**src/rtl/label_class_indexer_defines.svh**
```systemverilog
// ---------------------------------------------------------------------------
// label_class_indexer_defines.svh
// Assertion macros used by the label class indexer top level.
// ---------------------------------------------------------------------------
`ifndef LABEL_CLASS_INDEXER_DEFINES_SVH
`define LABEL_CLASS_INDEXER_DEFINES_SVH

// Same-cycle implication, checked on clk_i, quiet while rst_ni is low
`define LCI_ASSERT_IMPL(name, ante, cons) \
  name: assert property (@(posedge clk_i) disable iff (!rst_ni) (ante) |-> (cons)) \
    else $error("label_class_indexer: assertion failed");

// Next-cycle implication, checked on clk_i, quiet while rst_ni is low
`define LCI_ASSERT_NEXT(name, ante, cons) \
  name: assert property (@(posedge clk_i) disable iff (!rst_ni) (ante) |=> (cons)) \
    else $error("label_class_indexer: assertion failed");

`endif

```
**src/rtl/lci_pkg.sv**
```systemverilog
// ---------------------------------------------------------------------------
// lci_pkg
// Shared widths, register indexes and types of the label class indexer.
// ---------------------------------------------------------------------------
package lci_pkg;

  // Field widths
  localparam int unsigned LABEL_W   = 16;
  localparam int unsigned IDX_W     = 4;
  localparam int unsigned COUNT_W   = 16;
  localparam int unsigned TOL_W     = 15;
  localparam int unsigned LEN_W     = 4;

  // Configuration port
  localparam int unsigned CFG_IDX_W  = 1;
  localparam int unsigned CFG_DATA_W = 15;
  localparam logic [CFG_IDX_W-1:0] CFG_LABEL_LENGTH = 1'b0;
  localparam logic [CFG_IDX_W-1:0] CFG_MATCH_TOL    = 1'b1;

  // Reset values of the configuration registers
  localparam logic [LEN_W-1:0] LEN_RESET = 4'd1;
  localparam logic [TOL_W-1:0] TOL_RESET = '0;

  // Saturation limit of a class count
  localparam logic [COUNT_W-1:0] COUNT_MAX = '1;

  // Row tracking of the controller
  typedef enum logic {
    ROW_FIRST,
    ROW_MID
  } lci_row_e;

  // Controller to datapath
  typedef struct packed {
    logic adv;        // pipeline moves this cycle
    logic take;       // an input beat is accepted
    logic a_valid;    // compare stage holds an element
    logic a_start;    // that element opened a new data set
    logic a_last;     // that element closes its row
    logic b_valid;    // count stage holds a row result
    logic slot_free;  // table has an unused entry
  } lci_cmd_t;

  // Datapath to controller
  typedef struct packed {
    logic hit_found;  // the row in the compare stage matched a class
  } lci_stat_t;

  // One result beat
  typedef struct packed {
    logic [IDX_W-1:0]   class_index;
    logic               is_new_class;
    logic [COUNT_W-1:0] class_count;
    logic               table_full;
  } lci_res_t;

endpackage

```
**src/rtl/lci_label_if.sv**
```systemverilog
// ---------------------------------------------------------------------------
// lci_label_if
// Input channel: one label element per beat, valid/ready handshake.
// ---------------------------------------------------------------------------
interface lci_label_if;
  logic                                valid;
  logic                                ready;
  logic signed [lci_pkg::LABEL_W-1:0]  label_value;
  logic                                start_of_set;

  modport source (output valid, output label_value, output start_of_set, input ready);
  modport sink   (input valid, input label_value, input start_of_set, output ready);
endinterface

```
**src/rtl/lci_class_if.sv**
```systemverilog
// ---------------------------------------------------------------------------
// lci_class_if
// Output channel: one row result per beat, valid/ready handshake.
// ---------------------------------------------------------------------------
interface lci_class_if;
  logic                          valid;
  logic                          ready;
  logic [lci_pkg::IDX_W-1:0]     class_index;
  logic                          is_new_class;
  logic [lci_pkg::COUNT_W-1:0]   class_count;
  logic                          table_full;

  modport source (output valid, output class_index, output is_new_class,
                  output class_count, output table_full, input ready);
  modport sink   (input valid, input class_index, input is_new_class,
                  input class_count, input table_full, output ready);
endinterface

```
**src/rtl/lci_ram.sv**
```systemverilog
// ---------------------------------------------------------------------------
// lci_ram
// Generic single-write, single-read RAM with registered read data.
// ---------------------------------------------------------------------------
module lci_ram #(
  parameter int unsigned WIDTH = 16,
  parameter int unsigned DEPTH = 8,
  parameter int unsigned AW    = (DEPTH > 1) ? $clog2(DEPTH) : 1
) (
  input  logic             clk_i,
  input  logic             we_i,
  input  logic [AW-1:0]    waddr_i,
  input  logic [WIDTH-1:0] wdata_i,
  input  logic [AW-1:0]    raddr_i,
  output logic [WIDTH-1:0] rdata_o
);

  logic [WIDTH-1:0] mem_q [DEPTH];
  logic [WIDTH-1:0] rdata_q;

  // Write port and registered read port (read returns old data on a collision)
  always_ff @(posedge clk_i) begin
    if (we_i) begin
      mem_q[waddr_i] <= wdata_i;
    end
    rdata_q <= mem_q[raddr_i];
  end

  assign rdata_o = rdata_q;

endmodule

```
**src/rtl/lci_ctrl.sv**
```systemverilog
// ---------------------------------------------------------------------------
// lci_ctrl
// Row sequencing, pipeline valids, stall control and class occupancy.
// ---------------------------------------------------------------------------
module lci_ctrl #(
  parameter int unsigned MAX_CLASSES   = 16,
  parameter int unsigned MAX_LABEL_LEN = 8,
  parameter int unsigned PW = (MAX_LABEL_LEN > 1) ? $clog2(MAX_LABEL_LEN) : 1,
  parameter int unsigned UW = $clog2(MAX_CLASSES + 1)
) (
  input  logic                        clk_i,
  input  logic                        rst_ni,
  input  logic                        in_valid_i,
  input  logic                        in_start_i,
  input  logic                        out_ready_i,
  input  logic [lci_pkg::LEN_W-1:0]   label_length_i,
  input  lci_pkg::lci_stat_t          stat_i,
  output lci_pkg::lci_cmd_t           cmd_o,
  output logic                        in_ready_o,
  output logic                        out_valid_o,
  output logic [PW-1:0]               rd_pos_o,
  output logic [PW-1:0]               a_pos_o,
  output logic [UW-1:0]               used_o
);

  localparam int unsigned LW = $clog2(MAX_LABEL_LEN + 1);
  localparam int unsigned XW = ((LW > lci_pkg::LEN_W) ? LW : lci_pkg::LEN_W) + 1;

  lci_pkg::lci_row_e state_q, state_d;
  logic [PW-1:0] pos_q;
  logic          a_valid_q, a_start_q, a_last_q, b_valid_q;
  logic [PW-1:0] a_pos_q;
  logic [UW-1:0] used_q;

  logic          adv, take, in_last, slot_free;
  logic [PW-1:0] in_pos;
  logic [XW-1:0] len_raw, len_eff;
  logic [UW-1:0] used_eff;

  // Stall only when a finished result is not taken
  assign adv  = !(b_valid_q && !out_ready_i);
  assign take = in_valid_i && adv;

  // Effective row length: zero acts as one, clipped to the buffer depth
  assign len_raw = XW'(label_length_i);
  always_comb begin
    if (len_raw == '0) begin
      len_eff = XW'(1);
    end else if (len_raw > XW'(MAX_LABEL_LEN)) begin
      len_eff = XW'(MAX_LABEL_LEN);
    end else begin
      len_eff = len_raw;
    end
  end

  // Next state
  always_comb begin
    state_d = state_q;
    if (take) begin
      state_d = in_last ? lci_pkg::ROW_FIRST : lci_pkg::ROW_MID;
    end
  end

  // Outputs: position of the incoming element and its row-end flag
  always_comb begin
    unique case (state_q)
      lci_pkg::ROW_FIRST: in_pos = '0;
      lci_pkg::ROW_MID:   in_pos = in_start_i ? '0 : pos_q;
      default:            in_pos = '0;
    endcase
    in_last = (XW'(in_pos) + XW'(1)) >= len_eff;
  end

  // A start in the compare stage empties the table for that element
  assign used_eff  = a_start_q ? '0 : used_q;
  assign slot_free = used_eff < UW'(MAX_CLASSES);

  // State, position and occupancy
  always_ff @(posedge clk_i or negedge rst_ni) begin
    if (!rst_ni) begin
      state_q <= lci_pkg::ROW_FIRST;
      pos_q   <= '0;
      used_q  <= '0;
    end else begin
      state_q <= state_d;
      if (take) begin
        pos_q <= in_pos + PW'(1);
      end
      if (adv && a_valid_q) begin
        if (a_last_q && !stat_i.hit_found && slot_free) begin
          used_q <= used_eff + UW'(1);
        end else begin
          used_q <= used_eff;
        end
      end
    end
  end

  // Pipeline stage tags
  always_ff @(posedge clk_i or negedge rst_ni) begin
    if (!rst_ni) begin
      a_valid_q <= 1'b0;
      a_start_q <= 1'b0;
      a_last_q  <= 1'b0;
      a_pos_q   <= '0;
      b_valid_q <= 1'b0;
    end else if (adv) begin
      a_valid_q <= take;
      b_valid_q <= a_valid_q && a_last_q;
      if (take) begin
        a_start_q <= in_start_i;
        a_last_q  <= in_last;
        a_pos_q   <= in_pos;
      end
    end
  end

  // Command bundle
  always_comb begin
    cmd_o.adv       = adv;
    cmd_o.take      = take;
    cmd_o.a_valid   = a_valid_q;
    cmd_o.a_start   = a_start_q;
    cmd_o.a_last    = a_last_q;
    cmd_o.b_valid   = b_valid_q;
    cmd_o.slot_free = slot_free;
  end

  // Stalled: re-read the element held in the compare stage
  assign rd_pos_o    = adv ? in_pos : a_pos_q;
  assign a_pos_o     = a_pos_q;
  assign used_o      = used_eff;
  assign in_ready_o  = adv;
  assign out_valid_o = b_valid_q;

endmodule

```
**src/rtl/lci_datapath.sv**
```systemverilog
// ---------------------------------------------------------------------------
// lci_datapath
// Per-class element stores and compare lanes, match mask, first-match pick
// and the saturating class counters.
// ---------------------------------------------------------------------------
module lci_datapath #(
  parameter int unsigned MAX_CLASSES   = 16,
  parameter int unsigned MAX_LABEL_LEN = 8,
  parameter int unsigned PW = (MAX_LABEL_LEN > 1) ? $clog2(MAX_LABEL_LEN) : 1,
  parameter int unsigned UW = $clog2(MAX_CLASSES + 1)
) (
  input  logic                               clk_i,
  input  logic                               rst_ni,
  input  lci_pkg::lci_cmd_t                  cmd_i,
  input  logic [PW-1:0]                      rd_pos_i,
  input  logic [PW-1:0]                      a_pos_i,
  input  logic [UW-1:0]                      used_i,
  input  logic signed [lci_pkg::LABEL_W-1:0] label_value_i,
  input  logic [lci_pkg::TOL_W-1:0]          tol_i,
  output lci_pkg::lci_stat_t                 stat_o,
  output lci_pkg::lci_res_t                  res_o
);

  localparam int unsigned N  = MAX_CLASSES;
  localparam int unsigned CW = $clog2(MAX_CLASSES);
  localparam int unsigned DW = lci_pkg::LABEL_W + 1;
  localparam int unsigned IW = lci_pkg::IDX_W;

  // Compare stage element
  logic signed [lci_pkg::LABEL_W-1:0] v_a_q;

  // Store write / bypass
  logic                        st_we;
  logic [CW-1:0]               slot;
  logic                        sfwd_valid_q;
  logic [CW-1:0]               sfwd_slot_q;
  logic [lci_pkg::LABEL_W-1:0] sfwd_data_q;

  logic [lci_pkg::LABEL_W-1:0] lane_rd   [N];
  logic [lci_pkg::LABEL_W-1:0] lane_data [N];
  logic [N-1:0]                lane_ok, lane_act;
  logic [N-1:0]                mask_q, mask_cur, mask_new, cand;
  logic [CW-1:0]               hit_idx;
  logic                        hit_found;

  // Count stage
  logic [CW-1:0]                idx_b_q;
  logic                         new_b_q, full_b_q;
  logic                         cnt_we;
  logic [CW-1:0]                cnt_raddr;
  logic [lci_pkg::COUNT_W-1:0]  cnt_rd, cnt_old, cnt_b;
  logic                         cfwd_valid_q;
  logic [lci_pkg::COUNT_W-1:0]  cfwd_data_q;
  logic [CW+IW-1:0]             idx_wide;

  // Capture the accepted element
  always_ff @(posedge clk_i) begin
    if (cmd_i.take) begin
      v_a_q <= label_value_i;
    end
  end

  // Each element goes straight into the next free entry; it only counts
  // as a class if the row ends without a match
  assign slot  = used_i[CW-1:0];
  assign st_we = cmd_i.adv && cmd_i.a_valid && cmd_i.slot_free;

  // Bypass for a read that collides with this cycle's write
  always_ff @(posedge clk_i or negedge rst_ni) begin
    if (!rst_ni) begin
      sfwd_valid_q <= 1'b0;
    end else begin
      sfwd_valid_q <= st_we && (a_pos_i == rd_pos_i);
    end
  end

  always_ff @(posedge clk_i) begin
    sfwd_slot_q <= slot;
    sfwd_data_q <= v_a_q;
  end

  assign mask_cur = cmd_i.a_start ? '1 : mask_q;

  // One store and one compare lane per class
  for (genvar k = 0; k < N; k++) begin : g_lane
    logic signed [DW-1:0] diff;
    logic [DW-1:0]        adiff;

    lci_ram #(
      .WIDTH (lci_pkg::LABEL_W),
      .DEPTH (MAX_LABEL_LEN)
    ) u_store (
      .clk_i   (clk_i),
      .we_i    (st_we && (slot == CW'(k))),
      .waddr_i (a_pos_i),
      .wdata_i (v_a_q),
      .raddr_i (rd_pos_i),
      .rdata_o (lane_rd[k])
    );

    assign lane_data[k] = (sfwd_valid_q && (sfwd_slot_q == CW'(k))) ? sfwd_data_q
                                                                     : lane_rd[k];
    assign diff  = $signed({v_a_q[lci_pkg::LABEL_W-1], v_a_q})
                 - $signed({lane_data[k][lci_pkg::LABEL_W-1], lane_data[k]});
    assign adiff = diff[DW-1] ? DW'(-diff) : DW'(diff);
    assign lane_ok[k]  = adiff <= DW'(tol_i);
    assign lane_act[k] = UW'(k) < used_i;
    assign mask_new[k] = mask_cur[k] && lane_ok[k];
    assign cand[k]     = lane_act[k] && mask_new[k];
  end

  // Lowest-numbered surviving class wins
  always_comb begin
    hit_idx = '0;
    for (int k = N - 1; k >= 0; k--) begin
      if (cand[k]) begin
        hit_idx = CW'(k);
      end
    end
  end
  assign hit_found        = |cand;
  assign stat_o.hit_found = hit_found;

  // Match mask and row decision
  always_ff @(posedge clk_i or negedge rst_ni) begin
    if (!rst_ni) begin
      mask_q <= '1;
    end else if (cmd_i.adv && cmd_i.a_valid) begin
      mask_q <= cmd_i.a_last ? '1 : mask_new;
    end
  end

  always_ff @(posedge clk_i) begin
    if (cmd_i.adv && cmd_i.a_valid && cmd_i.a_last) begin
      new_b_q  <= !hit_found && cmd_i.slot_free;
      full_b_q <= !hit_found && !cmd_i.slot_free;
      if (hit_found) begin
        idx_b_q <= hit_idx;
      end else if (cmd_i.slot_free) begin
        idx_b_q <= slot;
      end else begin
        idx_b_q <= '0;
      end
    end
  end

  // Class counters
  assign cnt_raddr = cmd_i.adv ? hit_idx : idx_b_q;
  assign cnt_we    = cmd_i.adv && cmd_i.b_valid && !full_b_q;

  lci_ram #(
    .WIDTH (lci_pkg::COUNT_W),
    .DEPTH (MAX_CLASSES)
  ) u_counts (
    .clk_i   (clk_i),
    .we_i    (cnt_we),
    .waddr_i (idx_b_q),
    .wdata_i (cnt_b),
    .raddr_i (cnt_raddr),
    .rdata_o (cnt_rd)
  );

  always_ff @(posedge clk_i or negedge rst_ni) begin
    if (!rst_ni) begin
      cfwd_valid_q <= 1'b0;
    end else begin
      cfwd_valid_q <= cnt_we && (idx_b_q == cnt_raddr);
    end
  end

  always_ff @(posedge clk_i) begin
    cfwd_data_q <= cnt_b;
  end

  // Saturating increment, one for a new class, or zero for a full table
  assign cnt_old = cfwd_valid_q ? cfwd_data_q : cnt_rd;
  always_comb begin
    if (full_b_q) begin
      cnt_b = '0;
    end else if (new_b_q) begin
      cnt_b = lci_pkg::COUNT_W'(1);
    end else if (cnt_old == lci_pkg::COUNT_MAX) begin
      cnt_b = cnt_old;
    end else begin
      cnt_b = cnt_old + lci_pkg::COUNT_W'(1);
    end
  end

  // Result beat; index masked to the field width
  assign idx_wide = {{IW{1'b0}}, idx_b_q};
  always_comb begin
    res_o.class_index  = idx_wide[IW-1:0];
    res_o.is_new_class = new_b_q;
    res_o.class_count  = cnt_b;
    res_o.table_full   = full_b_q;
  end

endmodule

```
**src/rtl/label_class_indexer.sv**
```systemverilog
// ---------------------------------------------------------------------------
// label_class_indexer
// Streaming table of distinct label vectors matched with a tolerance.
// ---------------------------------------------------------------------------
// Takes one signed Q8.8 label element per beat; every element is compared at
// once against the same position of all stored classes, one compare lane and
// one small element RAM per class. An element is accepted every cycle; the
// input stalls only while a row result sits on the output unaccepted. The
// result of a row passes the compare stage, fed by the registered read of
// the class RAMs, and then the count stage, fed by the registered read of
// the count RAM. No clearing pass is needed after reset or a start of set:
// the occupancy count alone decides which entries are live.
`include "label_class_indexer_defines.svh"

module label_class_indexer #(
  parameter int unsigned MAX_CLASSES   = 16,
  parameter int unsigned MAX_LABEL_LEN = 8
) (
  input  logic                             clk_i,
  input  logic                             rst_ni,
  lci_label_if.sink                        label_i,
  lci_class_if.source                      class_o,
  input  logic                             cfg_we_i,
  input  logic [lci_pkg::CFG_IDX_W-1:0]    cfg_idx_i,
  input  logic [lci_pkg::CFG_DATA_W-1:0]   cfg_data_i
);

  localparam int unsigned PW = (MAX_LABEL_LEN > 1) ? $clog2(MAX_LABEL_LEN) : 1;
  localparam int unsigned UW = $clog2(MAX_CLASSES + 1);

  logic [lci_pkg::LEN_W-1:0] len_q;
  logic [lci_pkg::TOL_W-1:0] tol_q;

  lci_pkg::lci_cmd_t  cmd;
  lci_pkg::lci_stat_t stat;
  lci_pkg::lci_res_t  res;
  logic [PW-1:0]      rd_pos, a_pos;
  logic [UW-1:0]      used;
  logic               in_ready, out_valid;

  // Configuration registers
  always_ff @(posedge clk_i or negedge rst_ni) begin
    if (!rst_ni) begin
      len_q <= lci_pkg::LEN_RESET;
      tol_q <= lci_pkg::TOL_RESET;
    end else if (cfg_we_i) begin
      unique case (cfg_idx_i)
        lci_pkg::CFG_LABEL_LENGTH: len_q <= cfg_data_i[lci_pkg::LEN_W-1:0];
        lci_pkg::CFG_MATCH_TOL:    tol_q <= cfg_data_i[lci_pkg::TOL_W-1:0];
        default:                   len_q <= len_q;
      endcase
    end
  end

  lci_ctrl #(
    .MAX_CLASSES   (MAX_CLASSES),
    .MAX_LABEL_LEN (MAX_LABEL_LEN),
    .PW            (PW),
    .UW            (UW)
  ) u_ctrl (
    .clk_i          (clk_i),
    .rst_ni         (rst_ni),
    .in_valid_i     (label_i.valid),
    .in_start_i     (label_i.start_of_set),
    .out_ready_i    (class_o.ready),
    .label_length_i (len_q),
    .stat_i         (stat),
    .cmd_o          (cmd),
    .in_ready_o     (in_ready),
    .out_valid_o    (out_valid),
    .rd_pos_o       (rd_pos),
    .a_pos_o        (a_pos),
    .used_o         (used)
  );

  lci_datapath #(
    .MAX_CLASSES   (MAX_CLASSES),
    .MAX_LABEL_LEN (MAX_LABEL_LEN),
    .PW            (PW),
    .UW            (UW)
  ) u_datapath (
    .clk_i         (clk_i),
    .rst_ni        (rst_ni),
    .cmd_i         (cmd),
    .rd_pos_i      (rd_pos),
    .a_pos_i       (a_pos),
    .used_i        (used),
    .label_value_i (label_i.label_value),
    .tol_i         (tol_q),
    .stat_o        (stat),
    .res_o         (res)
  );

  // Channel hookup
  assign label_i.ready        = in_ready;
  assign class_o.valid        = out_valid;
  assign class_o.class_index  = res.class_index;
  assign class_o.is_new_class = res.is_new_class;
  assign class_o.class_count  = res.class_count;
  assign class_o.table_full   = res.table_full;

  // Checks
  `LCI_ASSERT_IMPL(a_full_result_zero, out_valid && res.table_full, (res.class_index == '0) && (res.class_count == '0) && !res.is_new_class)
  `LCI_ASSERT_IMPL(a_new_class_one, out_valid && res.is_new_class, (res.class_count == lci_pkg::COUNT_W'(1)) && !res.table_full)
  `LCI_ASSERT_IMPL(a_used_in_range, cmd.a_valid, used <= UW'(MAX_CLASSES))
  `LCI_ASSERT_IMPL(a_stall_no_take, out_valid && !class_o.ready, !cmd.take)
  `LCI_ASSERT_NEXT(a_hold_result, out_valid && !class_o.ready, out_valid && $stable(res))

endmodule

```
**src/flat_wrapper.sv**
```systemverilog
// flat-port wrapper written by rule: the top's interface ports become plain ports
module label_class_indexer_flat 
#(
  parameter int unsigned MAX_CLASSES   = 16,
  parameter int unsigned MAX_LABEL_LEN = 8
)
  (clk_i, rst_ni, cfg_we_i, cfg_idx_i, cfg_data_i, label_i_valid, label_i_label_value, label_i_start_of_set, label_i_ready, class_o_valid, class_o_class_index, class_o_is_new_class, class_o_class_count, class_o_table_full, class_o_ready);
  lci_label_if label_i_i ();
  lci_class_if class_o_i ();
  input  logic clk_i;
  input  logic rst_ni;
  input  logic cfg_we_i;
  input  logic [lci_pkg::CFG_IDX_W-1:0] cfg_idx_i;
  input  logic [lci_pkg::CFG_DATA_W-1:0] cfg_data_i;
  input wire logic [$bits(label_i_i.valid)-1:0] label_i_valid;
  input wire logic [$bits(label_i_i.label_value)-1:0] label_i_label_value;
  input wire logic [$bits(label_i_i.start_of_set)-1:0] label_i_start_of_set;
  output wire logic [$bits(label_i_i.ready)-1:0] label_i_ready;
  output wire logic [$bits(class_o_i.valid)-1:0] class_o_valid;
  output wire logic [$bits(class_o_i.class_index)-1:0] class_o_class_index;
  output wire logic [$bits(class_o_i.is_new_class)-1:0] class_o_is_new_class;
  output wire logic [$bits(class_o_i.class_count)-1:0] class_o_class_count;
  output wire logic [$bits(class_o_i.table_full)-1:0] class_o_table_full;
  input wire logic [$bits(class_o_i.ready)-1:0] class_o_ready;
  assign label_i_i.valid = label_i_valid;
  assign label_i_i.label_value = label_i_label_value;
  assign label_i_i.start_of_set = label_i_start_of_set;
  assign label_i_ready = label_i_i.ready;
  assign class_o_valid = class_o_i.valid;
  assign class_o_class_index = class_o_i.class_index;
  assign class_o_is_new_class = class_o_i.is_new_class;
  assign class_o_class_count = class_o_i.class_count;
  assign class_o_table_full = class_o_i.table_full;
  assign class_o_i.ready = class_o_ready;
  label_class_indexer #(.MAX_CLASSES(MAX_CLASSES), .MAX_LABEL_LEN(MAX_LABEL_LEN)) u_core (.clk_i(clk_i), .rst_ni(rst_ni), .label_i(label_i_i), .class_o(class_o_i), .cfg_we_i(cfg_we_i), .cfg_idx_i(cfg_idx_i), .cfg_data_i(cfg_data_i));
endmodule
```
**config.mk**
```make
export PLATFORM = sky130hd
export DESIGN_NAME = label_class_indexer_flat
export DESIGN_NICKNAME = d
export VERILOG_FILES = /design/src/rtl/lci_pkg.sv /design/src/rtl/lci_label_if.sv /design/src/rtl/lci_class_if.sv /design/src/rtl/lci_ram.sv /design/src/rtl/lci_ctrl.sv /design/src/rtl/lci_datapath.sv /design/src/rtl/label_class_indexer.sv /design/src/flat_wrapper.sv
export VERILOG_INCLUDE_DIRS = /design/src /design/src/rtl
export SDC_FILE = /design/constraint.sdc
export NUM_CORES = 2
export LEC_CHECK = 0
export BUFFER_PORTS_ARGS = -buffer_cell sky130_fd_sc_hd__buf_4
export CORE_MARGIN = 5
export CORE_UTILIZATION = 58
export DETAILED_ROUTE_END_ITERATION = 10
export PLACE_DENSITY = 0.77
export SYNTH_ARGS = -nofsm -noshare
export SYNTH_HDL_FRONTEND = slang
export SYNTH_HIERARCHICAL = 1
export SYNTH_SLANG_ARGS = --single-unit
```
**constraint.sdc**
```tcl
create_clock -name clk_i -period 8.6 [get_ports clk_i]
set_input_delay 0.86 -clock clk_i [delete_from_list [all_inputs] [get_ports clk_i]]
set_output_delay 0.86 -clock clk_i [all_outputs]
set_load 0.01 [all_outputs]
```
Yosys cells after proc, flatten, opt, wreduce, memory -nomap -nowiden
Memories as Yosys holds them, arrays and structs flattened. A register that Yosys moved wholly into a read port is not among the register bits.
Index checks and enable logic that the tools add are counted.

word-level totals
  register bits after elaboration = 111
  bits in writable memories = 2304
  memories kept = 17

operators by class
  add/subtract/negate cells = 36
  $lt $le $gt $ge = 35
  eq/ne operators = 33
  muxes and demuxes = 99
  bitwise gates (word level) = 3
  reductions and logical operators = 90

memories
  name                                        depth  width  rd ports  clocked after memory_dff  write ports  line           text
  u_core.u_datapath.u_counts.mem_q            16     16     1         1                         1            lci_ram.sv:18  logic [WIDTH-1:0] mem_q [DEPTH];
  u_core.u_datapath.g_lane[0].u_store.mem_q   8      16     1         1                         1            lci_ram.sv:18
  u_core.u_datapath.g_lane[10].u_store.mem_q  8      16     1         1                         1            lci_ram.sv:18
  u_core.u_datapath.g_lane[11].u_store.mem_q  8      16     1         1                         1            lci_ram.sv:18
  u_core.u_datapath.g_lane[12].u_store.mem_q  8      16     1         1                         1            lci_ram.sv:18
  u_core.u_datapath.g_lane[13].u_store.mem_q  8      16     1         1                         1            lci_ram.sv:18
  11 more memories                            --     --     --        --                        --           --

operators by type and width
  kind                   number
  $mux 16                22
  $le 17x15->1           16
  $mux 17                16
  $neg 17->17            16
  $sub 16x16->17         16
  $mux 4                 20
  $logic_and 1x1->1      78
  $eq 4x4->1 const B     16
  $lt 4x5->1 const A     8
  $mux 1                 35
  $eq 4x3->1 const B     8
  $lt 3x5->1 const A     4
  $add 16x1->16 const B  1
  $eq 16x16->1 const B   1
  $eq 4x2->1 const B     4
  $reduce_or 16->1       1
  $mux 5                 3
  $lt 1x5->1 const A     2
  $lt 2x5->1 const A     2
  $eq 4x1->1 const B     2
  $logic_not 4->1        2
  $mux 3                 2
  $pmux 3 s2             1
  $reduce_and 2->1       3
  other kinds (11)       17

Logic depth before layout (Yosys ltp)
  depth in word-level cells = 28
  depth in mapped cells = 34
  gate-level depth less buffers = 31

By module
The synthesis kept the hierarchy.

modules (own cells, without submodules)
  module                                             times used  cells an instance  area an instance (um2)  seq. area each (um2)
  lci_ram (u_core.u_datapath.g_lane[0].u_store ...)  16          214                5293.8                  4164.0
  lci_datapath                                       1           4233               31697.9                 1851.8
  lci_ram (u_core.u_datapath.u_counts)               1           432                10043.4                 8007.7
  lci_ctrl                                           1           108                1002.2                  400.4
  label_class_indexer                                1           41                 710.7                   476.7

Worst setup path before layout
No wires, ideal clock.

  path kind = reg2reg
  start point = register u_core/u_datapath/v_a_q[1] (netlist name)
  end point = register u_core.u_datapath.u_counts.rdata_q[11], in the netlist u_core/u_datapath/u_counts/rdata_o[11], read port of u_core.u_datapath.u_counts.mem_q
  library setup time = 0.120 ns
  arrival time = 8.971 ns
  data required time = 8.480 ns
  path slack = -0.490 ns
  cell stages (with the launch flop) = 29
  period minus slack after synthesis = 9.090 ns
  path through = edfxtp_1 inv_1 fa_1 nor2b_1 o2111a_1 o21ai_0 and2_1 nor4_1 nand2_1 o21ai_0 xnor2_1 ha_1 a21o_1 a21o_1 a21o_1 a2111oi_0 a31oi_1 a41oi_1 nor4bb_1 a311o_2 a21o_2 o221ai_2 a31oi_1 mux2_2 buf_6 buf_6 mux4_1 a22oi_1 nand2_1

on the way
  cells in the longest elaborated chain, start to end = 23
  elaborated cells on any way between the ends = 113
  classes of those cells = 32 x add/sub; 16 x order compare; 33 x mux; 32 x reduce/logical

RTL lines
  item                                line                 text
  from (decl)                         lci_datapath.sv:30   logic signed [lci_pkg::LABEL_W-1:0] v_a_q;
  from (signal assigned)              lci_datapath.sv:59   v_a_q <= label_value_i;
  $sub 16x16->17                      lci_datapath.sv:104  - $signed({lane_data[k][lci_pkg::LABEL_W-1], lane_data[k]});
  $neg 17->17                         lci_datapath.sv:105  assign adiff = diff[DW-1] ? DW'(-diff) : DW'(diff);
  $mux 17                             lci_datapath.sv:105
  $le 17x15->1                        lci_datapath.sv:106  assign lane_ok[k] = adiff <= DW'(tol_i);
  $logic_and 1x1->1                   lci_datapath.sv:108  assign mask_new[k] = mask_cur[k] && lane_ok[k];
  $logic_and 1x1->1                   lci_datapath.sv:109  assign cand[k] = lane_act[k] && mask_new[k];
  $mux 4 (15 in a row)                lci_datapath.sv:116  if (cand[k]) begin
  $mux 4 (*)                          lci_datapath.sv:116
  $mux 4 (*)                          lci_datapath.sv:148  assign cnt_raddr = cmd_i.adv ? hit_idx : idx_b_q;
  net u_core.u_datapath.cnt_raddr[0]  lci_datapath.sv:50   logic [CW-1:0] cnt_raddr;
  to (decl)                           lci_ram.sv:19        logic [WIDTH-1:0] rdata_q;

The timed path passes the listed nets; every way through them passes the cells marked *.
A chain may end at the register's enable or synchronous reset.

Final worst setup path
  start point = register u_core.u_datapath.sfwd_valid_q
  end point = register u_core.u_datapath.u_counts.rdata_q[5], in the netlist u_core/u_datapath/u_counts/rdata_o[5], read port of u_core.u_datapath.u_counts.mem_q

on the way
  cells in the longest elaborated chain, start to end = 25
  elaborated cells on any way between the ends = 145
  classes of those cells = 32 x add/sub; 16 x order compare; 49 x mux; 48 x reduce/logical

RTL lines
  item                                line                 text
  from (decl)                         lci_datapath.sv:35   logic sfwd_valid_q;
  from (signal assigned)              lci_datapath.sv:73   sfwd_valid_q <= st_we && (a_pos_i == rd_pos_i);
  $logic_and 1x1->1                   lci_datapath.sv:101  assign lane_data[k] = (sfwd_valid_q && (sfwd_slot_q == CW'(k))) ? sfwd_data_q
  $mux 16                             lci_datapath.sv:101
  $sub 16x16->17                      lci_datapath.sv:104
  $neg 17->17                         lci_datapath.sv:105
  $mux 17                             lci_datapath.sv:105
  $le 17x15->1                        lci_datapath.sv:106
  $logic_and 1x1->1                   lci_datapath.sv:108
  $logic_and 1x1->1                   lci_datapath.sv:109
  $mux 4 (15 in a row)                lci_datapath.sv:116
  $mux 4 (*)                          lci_datapath.sv:116
  $mux 4 (*)                          lci_datapath.sv:148
  net u_core.u_datapath.cnt_raddr[1]  lci_datapath.sv:50

Marked as above.

==> impl.org <==
** Outcome
- Result of the run :: finished, final reports clean

** Clock tree
- Buffers added to address setup during post-CTS repair amount to 0.
- CTS root buffer :: clkbuf_16
- The clock passes through at most 4 buffers.
- CTS buffer count :: 285
- Clock-pin slew was measured on the worst setup and hold paths at 0.06 ns.
- H-tree depth reported by CTS :: 5
- The tree built by TritonCTS fans out to 2687 sinks.
- Clock tree from TritonCTS :: built
- Clock Latency Late Sink :: 0.98 ns

** Detailed routing
- The routed layout has 78310 vias.
- Wire per inst :: 30.28 um
- In the routed design, unresolved DRC markers number 0.
- The routed design has 355000 um of wire.
- Drt first pass iters :: 6
- Dividing the detail-routed via count by the number of cells gives 6.680.
- For this block, the initial DRC count from the detailed router was 9527.
- Antenna viol nets, final :: 0

** Global routing
- The via count of the first global-routing pass was 77320.
- Summed over all layers, the global routing overflow is 0.
- In the global route stage, overall resource usage came out at 0.3038.
- Initial antenna violation count :: 16
- Global-route wire length before repair :: 515400 um
- Entering global routing, the biggest net connects 143 pins.

** Finish
- Fill cells in the final layout number 14750.
- At the end of the flow, the number of nets in the layout was 9124.
- Area of the multi-input gates :: 0.04903 mm2
- In the final layout, the share of cells above drive strength 1 is 0.1623.
- The sequential cells in the finished layout cover a total of 0.07739 mm2.
- Post-route cell area :: 0.1427 mm2
- The area growth from synthesis to layout is 11.34%.

** Critical path
- Slack of the worst reg-to-reg path :: 0.28 ns
- At the worst endpoint, the required time is 9.43 ns.
- In this run the worst setup path terminates at u_core/u_datapath/u_counts/rdata_o[5].
- Nature of the critical path endpoint :: flip-flop
- For the worst setup path, the data arrival time is 9.15 ns.
- Reg-to-Reg Start :: u_core/u_datapath/sfwd_valid_q
- In this design, the critical path's most frequently occurring cell is o22ai_1.
- CP startpoint :: u_core/u_datapath/sfwd_valid_q
- Of all nets on the critical path, the largest fanout is 40.
- Longest individual stage delay on the worst path :: 0.70 ns
- Category of the most critical setup path :: flip-flop to flip-flop
- The worst setup path is launched from a flip-flop.
- The worst register-to-register path ends at u_core/u_datapath/u_counts/rdata_o[5].
- Register-to-Register Path Depth :: 30
- Worst path slowest cell :: or4b_2

** Timing
- Number of endpoints failing setup at the final stage :: 0
- Timing would allow up to 120.2 MHz.
- Pins Over Slew Limit :: 0
- Dividing the final minimum period by the clock period gives 0.9678.
- Counting I/O delays and the setup requirement, the final critical path takes 8.323 ns.
- Measured against its own limit, the worst slew margin works out to 0.1632.
- Transition time at the pin with the least slew margin :: 1.250 ns
- Setup repair after global routing could not meet its margin everywhere.
- Layout Skew :: 0.08077 ns
- The hold violation total from the final report came to 0.

** Run
- Across the run, the number of max-cap violations was 0.

** Power
- Post-layout power :: 0.05085 W
- IR analysis of the VDD net gives a maximum drop of 0.5354 mV.
- Power density of the placed cells :: 356.4 mW/mm2
- For this design the static power due to leakage is 49.51 nW.

** Yosys
- Summed over all instances, the cell type with the most area after synthesis is edfxtp_1.
- By instance count, the leading cell after synthesis is edfxtp_1.
- Counting every instance in the synthesized netlist gives 8238.
- Post-synth EDFFs :: 2326
- #FFs+latches synth :: 2687
- Yosys printed 6 warnings.
- The number of nets in the synthesized netlist is 8811.
- Of the post-synthesis cell area, the dominant cell type holds 0.5450.
- Post-synth ARST share :: 0.01972
- By area the synthesized netlist is led by edfxtp_1, mux4_1, ha_1.
- In this run the mean area of a mapped cell was 15.56 um2.
- Sequential cell area fraction in the yosys report :: 0.6036
- By count the netlist is led by edfxtp_1, ha_1, nor2_1, mux4_1, nand2_1.
- Number of distinct library cell variants in the gate-level netlist after synthesis :: 115
- Combined area of all synthesized cells :: 0.1282 mm2
- Post-synth top flop :: edfxtp_1

** Placement
- Routability-driven placement congestion ratio :: 0.9535
- Post-DP HPWL :: 217400 um
- IO Port Bufs :: 61
- Once placement finished, the instance area stood at 0.1336 mm2.

** Floorplan
- The initialized floorplan defines 172 standard-cell rows.
- Area of the placeable core :: 0.2197 mm2
- Die span in y :: 480.1 um
- The die is 480.1 um wide.
- Starting density of the core :: 0.5833
- During I/O placement, the number of pins put on the boundary was 62.
- Area of the die :: 0.2305 mm2

** Worst hold path
- Hold crit path type :: input pin to flip-flop
## power by group
group          total [W]  switching (W)  internal [W]
registers         0.0160       0.000694        0.0153
logic             0.0229         0.0130       0.00990
clock network     0.0120        0.00502       0.00698
## cells by family after synthesis
logic type	Yosys count	synth area share
xor+xnor	362	0.02474
compound gates	1374	0.07189
flops	2687	0.6036
buf+inv	471	0.01866
simple gates	1658	0.06535
fa+ha+maj	535	0.05317
mux	1151	0.1625
## how the worst min path moves through the flow
stage,endpoint,startpoint,slack [ns],cells after the start
floorplan,u_core/u_ctrl/state_q,u_core/u_ctrl/state_q,0.44,2
global placement,u_core/u_ctrl/pos_q[1],u_core/u_ctrl/pos_q[1],0.46,2
detailed placement,u_core/u_ctrl/pos_q[1],u_core/u_ctrl/pos_q[1],0.47,2
CTS,u_core/u_datapath/v_a_q[6],label_i_label_value[6],0.03,1
global route,u_core/u_datapath/v_a_q[6],label_i_label_value[6],0.07,1
finish,u_core/u_datapath/v_a_q[15],label_i_label_value[15],0.1,1
## flip-flops by register name (all words and copies together) (netlist names), 16 cells and up
register,count
u_core/u_datapath/u_counts/mem_q,256
u_core/u_datapath/g_lane.u_store/mem_q,2048
u_core/u_datapath/sfwd_data_q,16
u_core/u_datapath/v_a_q,16
u_core/u_datapath/cfwd_data_q,16
u_core/u_datapath/u_counts/rdata_o,16
u_core/u_datapath/mask_q,16
u_core/u_datapath/g_lane.u_store/rdata_o,256
## layout make-up
class,instances,share of cell area
Sequential cell,2687,0.5424
Multi-Input combinational cell,5080,0.3436
Clock buffer,369,0.05456
Tap cell,2958,0.02594
Timing Repair Buffer,349,0.02095
Clock inverter,130,0.008637
Inverter,148,0.003911
Antenna cell,2,0.00003508
## worst max-delay path: cells and delay by family, from the launching register on
family                     cells  cell delay (ns)
AOI/OAI and AO/OA             13             3.15
xor gates and xnor gates       1             0.13
and+or+nand+nor                7             1.94
buffers and inverters          3             0.71
DFF                            1             0.38
muxes                          4             1.09
adders and majority gates      2             0.77
## timing repair
action                                 in CTS  in global routing
setup endpoints to repair                   0                 16
gates resized for setup                     0                 14
hold buffers                                1                  0
endpoints found under the hold margin       6                  0
## routing by layer
layer | share of wire | global-route usage | vias up
li1 | - | - | 33880
met1 | 0.39 | 0.4076 | 39420
met2 | 0.47 | 0.4944 | 4103
met3 | 0.084 | 0.04655 | 897
met4 | 0.055 | 0.1418 | 6
met5 | 0.00010 | 0 | -
## stage by stage
stage | TNS, ns | worst slack (ns) | hold slack [ns] | std cells | util
final | 0 | 0.2772 | 0.09643 | 11720 | 0.6494
after detailed placement | 0 | 0.2135 | 0.4714 | 11220 | 0.6080
after CTS | 0 | 0.1568 | 0.03258 | 11720 | 0.6491
after global routing | -0.01031 | -0.01031 | 0.06538 | 11720 | 0.6494
after global placement | 0 | 0.2162 | 0.4598 | 11220 | 0.6079
after floorplan | 0 | 0.02529 | 0.4389 | 8238 | -
## layout by cell type, fill, tap and decap left out, types with 55 or more instances in the layout
cell type,n
ha_1,518
clkinv_2,55
dfxtp_1,292
xnor2_1,221
mux4_1,450
nor2b_1,79
edfxtp_1,2326
xor2_1,141
nor2_1,446
a21o_1,105
nand3_1,89
o21a_1,79
o211ai_1,61
nand2_1,346
clkbuf_16,291
a21oi_1,314
a211oi_1,66
clkbuf_1,57
mux4_2,126
nor3_1,105
mux2i_1,267
nand4_1,64
buf_4,318
nand2b_1,116
mux2_2,294
o21ai_0,267
inv_1,146
Note: power is estimated with default switching activity, not from simulation.
